**src/hw/rtl/tmlhp_pkg.sv**
```systemverilog
// ----------------------------------------------------------------------------
// tmlhp_pkg
// Shared types, character codes and limits for the monitor line header parser.
// ----------------------------------------------------------------------------
package tmlhp_pkg;

    // line limits
    localparam int CALL_LEN = 6;
    localparam int MAX_PATH = 8;
    localparam int MAX_INFO = 256;

    localparam int CALL_CNT_W = $clog2(CALL_LEN + 1);
    localparam int INFO_CNT_W = $clog2(MAX_INFO + 1);
    localparam int PATH_CNT_W = 4;

    // callsign field: six bytes, first character in the top byte
    localparam int CALL_BYTES = 6;
    localparam int CALL_W     = 8 * CALL_BYTES;
    localparam logic [CALL_W-1:0] PAD_ALL = {CALL_BYTES{8'h20}};

    localparam int SSID_W   = 4;
    localparam int SSID_MAX = 15;

    // character codes
    localparam logic [7:0] CH_DASH  = 8'h2D;
    localparam logic [7:0] CH_STAR  = 8'h2A;
    localparam logic [7:0] CH_COMMA = 8'h2C;
    localparam logic [7:0] CH_GT    = 8'h3E;
    localparam logic [7:0] CH_COLON = 8'h3A;
    localparam logic [7:0] CH_SPACE = 8'h20;
    localparam logic [7:0] CH_DEL   = 8'h7F;

    // stream widths
    localparam int IN_TDATA_W  = 8;
    localparam int OUT_TDATA_W = 72;
    localparam int OUT_TUSER_W = 2;

    // result queue
    localparam int OUTQ_DEPTH = 4;
    localparam int OUTQ_AW    = 2;
    localparam int OUTQ_CW    = 3;

    typedef enum logic [1:0] {
        KIND_ADDR   = 2'd0,
        KIND_INFO   = 2'd1,
        KIND_STATUS = 2'd2
    } kind_t;

    typedef enum logic [1:0] {
        ROLE_SRC  = 2'd0,
        ROLE_DEST = 2'd1,
        ROLE_PATH = 2'd2
    } role_t;

    typedef struct packed {
        kind_t              kind;
        role_t              role;
        logic [2:0]         path_slot;
        logic [CALL_W-1:0]  callsign;
        logic [SSID_W-1:0]  ssid;
        logic               repeated;
        logic [7:0]         info_byte;
        logic               status;
        logic               run_last;
    } result_t;

    function automatic logic is_alnum(input logic [7:0] c);
        is_alnum = (c >= 8'h30 && c <= 8'h39) || (c >= 8'h41 && c <= 8'h5A) ||
                   (c >= 8'h61 && c <= 8'h7A);
    endfunction

endpackage

```
**src/hw/rtl/tmlhp_parse.sv**
```systemverilog
// ----------------------------------------------------------------------------
// tmlhp_parse
// Per-byte parser state and result generation; up to two results per byte.
// ----------------------------------------------------------------------------
module tmlhp_parse (
    input  logic                clk,
    input  logic                rst_n,
    input  logic                accept,
    input  logic [7:0]          text_byte,
    input  logic                line_end,
    output tmlhp_pkg::result_t  res0,
    output tmlhp_pkg::result_t  res1,
    output logic [1:0]          res_count
);
    import tmlhp_pkg::*;

    typedef enum logic [3:0] {
        PH_CALL = 4'b0001,
        PH_SSID = 4'b0010,
        PH_STAR = 4'b0100,
        PH_INFO = 4'b1000
    } phase_t;

    phase_t                  phase_reg, phase_next;
    role_t                   role_reg, role_next;
    logic [CALL_W-1:0]       call_reg, call_next;
    logic [CALL_CNT_W-1:0]   ccnt_reg, ccnt_next;
    logic [SSID_W-1:0]       ssid_reg, ssid_next;
    logic                    seen_reg, seen_next;
    logic                    star_reg, star_next;
    logic [PATH_CNT_W-1:0]   path_reg, path_next;
    logic [INFO_CNT_W-1:0]   info_reg, info_next;
    logic                    failed_reg, failed_next;

    result_t                 hres, sres;
    logic                    hvalid;
    logic                    do_end;
    logic                    brk;
    logic                    digit;
    logic [7:0]              ssid_ext;
    logic [7:0]              ssid_sum;

    assign brk = (text_byte == CH_DASH) || (text_byte == CH_STAR) ||
                 (text_byte == CH_COMMA) || (text_byte == CH_GT) ||
                 (text_byte == CH_COLON);
    assign digit    = (text_byte >= 8'h30) && (text_byte <= 8'h39);
    assign ssid_ext = {4'b0, ssid_reg};
    assign ssid_sum = (ssid_ext << 3) + (ssid_ext << 1) + {4'b0, text_byte[3:0]};

    always_comb
    begin
        phase_next  = phase_reg;
        role_next   = role_reg;
        call_next   = call_reg;
        ccnt_next   = ccnt_reg;
        ssid_next   = ssid_reg;
        seen_next   = seen_reg;
        star_next   = star_reg;
        path_next   = path_reg;
        info_next   = info_reg;
        failed_next = failed_reg;
        hres        = '0;
        sres        = '0;
        hvalid      = 1'b0;
        do_end      = 1'b0;
        res0        = '0;
        res1        = '0;
        res_count   = 2'd0;

        if (!failed_reg)
        begin
            unique case (phase_reg)
                PH_INFO:
                begin
                    if (info_reg >= INFO_CNT_W'(MAX_INFO))
                    begin
                        failed_next = 1'b1;
                    end
                    else
                    begin
                        info_next      = info_reg + 1'b1;
                        hvalid         = 1'b1;
                        hres.kind      = KIND_INFO;
                        hres.info_byte = text_byte;
                    end
                end
                PH_CALL:
                begin
                    if (text_byte < CH_SPACE || text_byte >= CH_DEL)
                    begin
                        failed_next = 1'b1;
                    end
                    else if (!brk)
                    begin
                        if (!is_alnum(text_byte) || ccnt_reg >= CALL_CNT_W'(CALL_LEN))
                        begin
                            failed_next = 1'b1;
                        end
                        else
                        begin
                            // a character past the sixth fails the line
                            for (int i = 0; i < CALL_BYTES; i++)
                            begin
                                if (i < CALL_LEN && ccnt_reg == CALL_CNT_W'(i))
                                begin
                                    call_next[8*(CALL_BYTES-1-i) +: 8] = text_byte;
                                end
                            end
                            ccnt_next = ccnt_reg + 1'b1;
                        end
                    end
                    else if (ccnt_reg == '0)
                    begin
                        failed_next = 1'b1;
                    end
                    else if (text_byte == CH_DASH)
                    begin
                        phase_next = PH_SSID;
                    end
                    else if (text_byte == CH_STAR)
                    begin
                        star_next  = 1'b1;
                        phase_next = PH_STAR;
                    end
                    else
                    begin
                        do_end = 1'b1;
                    end
                end
                PH_SSID:
                begin
                    if (digit)
                    begin
                        if (ssid_sum > 8'(SSID_MAX))
                        begin
                            failed_next = 1'b1;
                        end
                        else
                        begin
                            ssid_next = ssid_sum[SSID_W-1:0];
                            seen_next = 1'b1;
                        end
                    end
                    else if (!seen_reg)
                    begin
                        failed_next = 1'b1;
                    end
                    else if (text_byte == CH_STAR)
                    begin
                        star_next  = 1'b1;
                        phase_next = PH_STAR;
                    end
                    else
                    begin
                        do_end = 1'b1;
                    end
                end
                PH_STAR:
                begin
                    do_end = 1'b1;
                end
                default:
                begin
                    failed_next = 1'b1;
                end
            endcase

            // delimiter closing an address
            if (do_end)
            begin
                if ((role_reg == ROLE_SRC) ? (text_byte != CH_GT)
                        : (text_byte != CH_COMMA && text_byte != CH_COLON))
                begin
                    failed_next = 1'b1;
                end
                else
                begin
                    hvalid         = 1'b1;
                    hres.kind      = KIND_ADDR;
                    hres.role      = role_reg;
                    hres.path_slot = (role_reg == ROLE_PATH) ? path_reg[2:0] : 3'd0;
                    hres.callsign  = call_reg;
                    hres.ssid      = ssid_reg;
                    hres.repeated  = star_reg;
                    if (role_reg == ROLE_PATH)
                    begin
                        path_next = path_reg + 1'b1;
                    end
                    phase_next = PH_CALL;
                    call_next  = PAD_ALL;
                    ccnt_next  = '0;
                    ssid_next  = '0;
                    seen_next  = 1'b0;
                    star_next  = 1'b0;
                    if (text_byte == CH_GT)
                    begin
                        role_next = ROLE_DEST;
                    end
                    else if (text_byte == CH_COMMA)
                    begin
                        role_next = ROLE_PATH;
                        if (path_next >= PATH_CNT_W'(MAX_PATH))
                        begin
                            failed_next = 1'b1;
                        end
                    end
                    else
                    begin
                        phase_next = PH_INFO;
                    end
                end
            end
        end

        if (hvalid)
        begin
            res0      = hres;
            res_count = 2'd1;
        end

        if (line_end)
        begin
            sres.kind   = KIND_STATUS;
            sres.status = failed_next || (phase_next != PH_INFO);
            if (hvalid)
            begin
                res1      = sres;
                res_count = 2'd2;
            end
            else
            begin
                res0      = sres;
                res_count = 2'd1;
            end
            phase_next  = PH_CALL;
            role_next   = ROLE_SRC;
            call_next   = PAD_ALL;
            ccnt_next   = '0;
            ssid_next   = '0;
            seen_next   = 1'b0;
            star_next   = 1'b0;
            path_next   = '0;
            info_next   = '0;
            failed_next = 1'b0;
        end

        if (res_count == 2'd2)
        begin
            res1.run_last = 1'b1;
        end
        else if (res_count == 2'd1)
        begin
            res0.run_last = 1'b1;
        end
    end

    always_ff @(posedge clk or negedge rst_n)
    begin
        if (!rst_n)
        begin
            phase_reg  <= PH_CALL;
            role_reg   <= ROLE_SRC;
            call_reg   <= PAD_ALL;
            ccnt_reg   <= '0;
            ssid_reg   <= '0;
            seen_reg   <= 1'b0;
            star_reg   <= 1'b0;
            path_reg   <= '0;
            info_reg   <= '0;
            failed_reg <= 1'b0;
        end
        else if (accept)
        begin
            phase_reg  <= phase_next;
            role_reg   <= role_next;
            call_reg   <= call_next;
            ccnt_reg   <= ccnt_next;
            ssid_reg   <= ssid_next;
            seen_reg   <= seen_next;
            star_reg   <= star_next;
            path_reg   <= path_next;
            info_reg   <= info_next;
            failed_reg <= failed_next;
        end
    end

endmodule

```
**src/hw/rtl/tmlhp_outq.sv**
```systemverilog
// ----------------------------------------------------------------------------
// tmlhp_outq
// Small result queue: takes up to two results per cycle, gives out one.
// ----------------------------------------------------------------------------
module tmlhp_outq (
    input  logic                clk,
    input  logic                rst_n,
    input  logic [1:0]          push_count,
    input  tmlhp_pkg::result_t  push0,
    input  tmlhp_pkg::result_t  push1,
    output logic                room,
    output logic                pop_valid,
    input  logic                pop_ready,
    output tmlhp_pkg::result_t  head
);
    import tmlhp_pkg::*;

    result_t              q_mem [OUTQ_DEPTH];
    logic [OUTQ_AW-1:0]   wr_ptr_reg;
    logic [OUTQ_AW-1:0]   rd_ptr_reg;
    logic [OUTQ_CW-1:0]   cnt_reg;
    logic                 pop;

    // room for a full pair of results
    assign room      = cnt_reg <= OUTQ_CW'(OUTQ_DEPTH - 2);
    assign pop_valid = cnt_reg != '0;
    assign pop       = pop_valid && pop_ready;
    assign head      = q_mem[rd_ptr_reg];

    always_ff @(posedge clk)
    begin
        if (push_count != 2'd0)
        begin
            q_mem[wr_ptr_reg] <= push0;
        end
        if (push_count == 2'd2)
        begin
            q_mem[wr_ptr_reg + 1'b1] <= push1;
        end
    end

    always_ff @(posedge clk or negedge rst_n)
    begin
        if (!rst_n)
        begin
            wr_ptr_reg <= '0;
            rd_ptr_reg <= '0;
            cnt_reg    <= '0;
        end
        else
        begin
            wr_ptr_reg <= wr_ptr_reg + OUTQ_AW'(push_count);
            if (pop)
            begin
                rd_ptr_reg <= rd_ptr_reg + 1'b1;
            end
            cnt_reg <= cnt_reg + OUTQ_CW'(push_count) - OUTQ_CW'(pop);
        end
    end

endmodule

```
**src/hw/rtl/text_monitor_line_header_parser_core.sv**
```systemverilog
// ----------------------------------------------------------------------------
// text_monitor_line_header_parser_core
// Splits a monitor line SRC>DEST,PATH...:info into address records, info
// bytes and an end status.
//
// channel  dir  tdata                        tuser    tlast
// s_axis   in   text_byte                    -        line_end
// m_axis   out  role..status (see port)      kind     run_last
//
// one input byte per cycle while s_tready is high; the state update and
// results are formed in the accepting cycle and written into the queue.
// a byte yielding two results (record plus end status) is given out as
// two transfers; the four-entry result queue holds them and s_tready drops
// only when fewer than two entries are free. reset is asynchronous, active
// low, and clears the parser to the start of a line and empties the queue.
// ----------------------------------------------------------------------------
module text_monitor_line_header_parser_core (
    input  logic                                 clk,
    input  logic                                 rst_n,
    input  logic                                 s_tvalid,
    output logic                                 s_tready,
    input  logic [tmlhp_pkg::IN_TDATA_W-1:0]     s_tdata,  // [7:0] text_byte
    input  logic                                 s_tlast,
    output logic                                 m_tvalid,
    input  logic                                 m_tready,
    // [1:0] role, [4:2] path_slot, [52:5] callsign, [56:53] ssid,
    // [57] repeated, [65:58] info_byte, [66] status, rest zero
    output logic [tmlhp_pkg::OUT_TDATA_W-1:0]    m_tdata,
    output logic [tmlhp_pkg::OUT_TUSER_W-1:0]    m_tuser,  // [1:0] kind
    output logic                                 m_tlast
);
    import tmlhp_pkg::*;

    logic       accept;
    logic       room;
    result_t    res0, res1, head;
    logic [1:0] res_count;
    logic [1:0] push_count;

    assign s_tready   = room;
    assign accept     = s_tvalid && room;
    assign push_count = accept ? res_count : 2'd0;

    tmlhp_parse u_parse (
        .clk       (clk),
        .rst_n     (rst_n),
        .accept    (accept),
        .text_byte (s_tdata),
        .line_end  (s_tlast),
        .res0      (res0),
        .res1      (res1),
        .res_count (res_count)
    );

    tmlhp_outq u_outq (
        .clk        (clk),
        .rst_n      (rst_n),
        .push_count (push_count),
        .push0      (res0),
        .push1      (res1),
        .room       (room),
        .pop_valid  (m_tvalid),
        .pop_ready  (m_tready),
        .head       (head)
    );

    assign m_tdata = {5'b0, head.status, head.info_byte, head.repeated, head.ssid,
                      head.callsign, head.path_slot, head.role};
    assign m_tuser = head.kind;
    assign m_tlast = head.run_last;

endmodule
```
**config.mk**
```make
export PLATFORM = sky130hd
export DESIGN_NAME = text_monitor_line_header_parser_core
export DESIGN_NICKNAME = d
export VERILOG_FILES = /design/src/hw/rtl/tmlhp_pkg.sv /design/src/hw/rtl/tmlhp_parse.sv /design/src/hw/rtl/tmlhp_outq.sv /design/src/hw/rtl/text_monitor_line_header_parser_core.sv
export SDC_FILE = /design/constraint.sdc
export NUM_CORES = 1
export LEC_CHECK = 0
export BUFFER_PORTS_ARGS = -buffer_cell sky130_fd_sc_hd__buf_4
export CORE_ASPECT_RATIO = 1.25
export CORE_MARGIN = 4
export CORE_UTILIZATION = 40
export CTS_BUF_LIST = sky130_fd_sc_hd__clkbuf_8
export DETAILED_ROUTE_END_ITERATION = 7
export MAX_ROUTING_LAYER = met4
export PLACE_DENSITY = 0.55
export REMOVE_ABC_BUFFERS = 1
export SYNTH_ARGS = -nofsm -noshare
export SYNTH_HDL_FRONTEND = slang
export SYNTH_SLANG_ARGS = --single-unit
export TNS_END_PERCENT = 5
```
**constraint.sdc**
```tcl
create_clock -name clk -period 3.6 [get_ports clk]
set_clock_uncertainty 0.1 [all_clocks]
set_input_delay 0.18 -clock clk [delete_from_list [all_inputs] [get_ports clk]]
set_output_delay 0.18 -clock clk [all_outputs]
set_load 0.1 [all_outputs]
```
==> impl_metrics.env <==
export IMPL_die_area_sq_um=40700
export IMPL_rsz0062_at_grt="yes"
export IMPL_hp_start="s_tdata[3]"
export IMPL_power_density_nw_per_um2=596
export IMPL_ff2ff_setup_slack_ns=0.11
export IMPL_ir_drop_mv=0.585
export IMPL_hold_depth=4
export IMPL_largest_reg_flops=280
export IMPL_grt_pass1_wl_um=67700
export IMPL_synth_edf_count=12
export IMPL_postSynth_asyncResetShare_pct=23.1
export IMPL_die_y_um=225
export IMPL_synth_area_sq_um=15000
export IMPL_syn2layout_area_growth_pct=19.3
export IMPL_diodes=0
export IMPL_cts_tree="yes"
export IMPL_relSlewSlack_pct=38.6
export IMPL_clk_latency_ns=0.62
export IMPL_post_synth_top_count_cell="dfxtp_1"
export IMPL_numCtsBuffers=58
export IMPL_place_hpwl_um=27100
export IMPL_fin_hold_ws_ns=0.0725
export IMPL_via_count=11100
export IMPL_wl_met3_um=2180
export IMPL_worst_slack_ns=0.106
export IMPL_nets=1376
export IMPL_clockRootBuffer="clkbuf_8"
export IMPL_vias_per_cell=5.90
export IMPL_rr_endpoint="u_outq.q_mem[3][17]"
export IMPL_drv_slew=0
export IMPL_synth_area_top_cells="dfxtp_1, a22o_1, dfrtp_1"
export IMPL_grt_ovfl_total=0
export IMPL_top_layer="met4"
export IMPL_gp_congestion=0.879
export IMPL_num_rows=79
export IMPL_route_detailed_drc=0
export IMPL_worstHoldEndpoint="u_parse.call_reg[29]"
export IMPL_portBuffers=84
export IMPL_yosysWarnings=0
export IMPL_dr_pass1_iters=5
export IMPL_crit_chain="nor4b_4, nand2_1, o211a_2, a211oi_2, nor2_1, ha_1, nand2_1, or3_1, nor2_1, nor2_4, buf_12, buf_12, a22o_1"
export IMPL_tightest_slew_ns=0.920
export IMPL_cts_htree_levels=2
export IMPL_fp_dieW_um=181
export IMPL_status="complete, no violations"
export IMPL_final_hold_violation_count=0
export IMPL_max_freq_mhz=286
export IMPL_yosysTopAreaCell="dfxtp_1"
export IMPL_antenna_found_initial=0
export IMPL_end_kind="register"
export IMPL_cp_slowest_cell="dfrtp_1"
export IMPL_core_area_sq_um=37200
export IMPL_cp_start_kind="register"
export IMPL_wl_met2_um=21300
export IMPL_first_global_vias=11500
export IMPL_clockBufferDepth=3
export IMPL_ys_seq_area_share_pct=52.2
export IMPL_synth_top_cells_by_count="dfxtp_1, a22o_1, dfrtp_1"
export IMPL_synth_seq_cells=364
export IMPL_grt_max_degree=64
export IMPL_drt_met1_wl_um=18600
export IMPL_cp_arrival_ns=3.89
export IMPL_cts_clk_slew_worst_paths_ns=0.07
export IMPL_synth_cell_types=71
export IMPL_fin_crit_ns=3.49
export IMPL_io_pins=90
export IMPL_syn_area_per_cell_sq_um=12.2
export IMPL_drtAntennaViolNets=0
export IMPL_grt_usage_pct=21.4
export IMPL_crit_path_max_incr_delay_ns=0.47
export IMPL_r2r_cells=13
export IMPL_start_util_pct=40.4
export IMPL_wirelength_um=43300
export IMPL_required_ns=4.00
export IMPL_static_leakage_power_nw=7.41
export IMPL_postSynthCellCount=1227
export IMPL_cp_max_fo=33
export IMPL_drive_above_1_share_pct=25.1
export IMPL_min_path_type="in2reg"
export IMPL_fin_tns_setup_ns=0
export IMPL_synthFlopType="dfxtp_1"
export IMPL_drt_iter0_markers=744
export IMPL_rr_startpoint="u_parse.phase_reg[3]"
export IMPL_post_place_ws_ns=0.0720
export IMPL_maxCapViolations=0
export IMPL_routedWlPerCell_um=23.1
export IMPL_worstSetupPathType="reg2reg"
export IMPL_cts_sinks=364
export IMPL_setup_viol=0
export IMPL_post_route_period_util_pct=97.0
export IMPL_yosys_area_top_type_share_pct=35.7
## metrics by stage
stage               area, sq um  util (%)  total power, mW  instances
finish                    17900      48.2             10.7       1875
detailed placement        16500      44.3             6.94       1751
CTS                       17900      48.1             10.8       1873
global placement          16500      44.3             6.92       1751
floorplan                 14500         -             6.12       1111
global route              17900      48.2             11.1       1875
## area by class of cell
type | count | area [sq um]
flip-flops and latches | 364 | 7850
inverters | 27 | 101
clock inverters | 36 | 262
fillers | 3394 | 19300
multi-input cells | 720 | 6590
repair buffers | 168 | 1480
clock buffers | 74 | 1020
well taps | 486 | 608
## layer usage
metal / vias to the layer above / global-route usage (%)
met3: 79 / 3.25
li1: 5004 / -
met5: - / -
met1: 5675 / 27.5
met4: 0 / 6.85
met2: 299 / 35.2
## repair_timing
action | in CTS | in global routing
setup endpoints to repair | 0 | 133
resized for setup | 0 | 1
buffers inserted | 0 | 2
hold endpoints to repair | 106 | 0
hold buffers | 12 | 0
## cells by family after synthesis
family,share of synthesized area [%]
compound gates,23.4
xor+xnor,0.758
fa+ha+maj,2.15
buf+inv,4.27
flops,52.2
mux,10.6
other cells,0.0250
simple gates,6.58
## cell usage in the layout, fill, tap and decap left out, drive strengths merged, types with 18 or more instances in the layout
cell type,Yosys,layout
dfxtp,268,268
o21ai,27,27
clkbuf,69,74
o2bb2ai,27,27
mux4,70,70
buf,51,156
a22o,234,234
dfrtp,77,77
nand3,18,18
nor2,38,38
nand2,62,62
inv,26,43
a32o,45,45
ha,21,21
## worst max-delay path by stage
| stage | endpoint | startpoint |
|---|---|---|
| final | u_outq.q_mem[3][17] | u_parse.phase_reg[3] |
| after global routing | u_outq.q_mem[3][38] | u_parse.phase_reg[0] |
| after global placement | u_outq.q_mem[3][32] | u_parse.phase_reg[2] |
| after detailed placement | u_outq.q_mem[3][48] | u_parse.phase_reg[2] |
| after CTS | u_outq.q_mem[3][48] | u_parse.phase_reg[2] |
| after floorplan | u_outq.q_mem[3][0] | u_parse.phase_reg[2] |
## where the power goes
part	switching (mW)	total (mW)	leakage, nW	internal, mW
registers	0.385	4.65	3.38	4.26
clock network	1.68	3.82	0.721	2.14
logic	1.38	2.21	3.31	0.830
## critical path: cells and delay by family, from the launching register on
family | cells | cell delay [ns]
AOI/OAI and AO/OA | 3 | 0.78
adders and majority gates | 1 | 0.34
buffers and inverters | 2 | 0.33
DFF | 1 | 0.47
and+or+nand+nor | 7 | 1.34
Power figures use the tool's default switching activity.
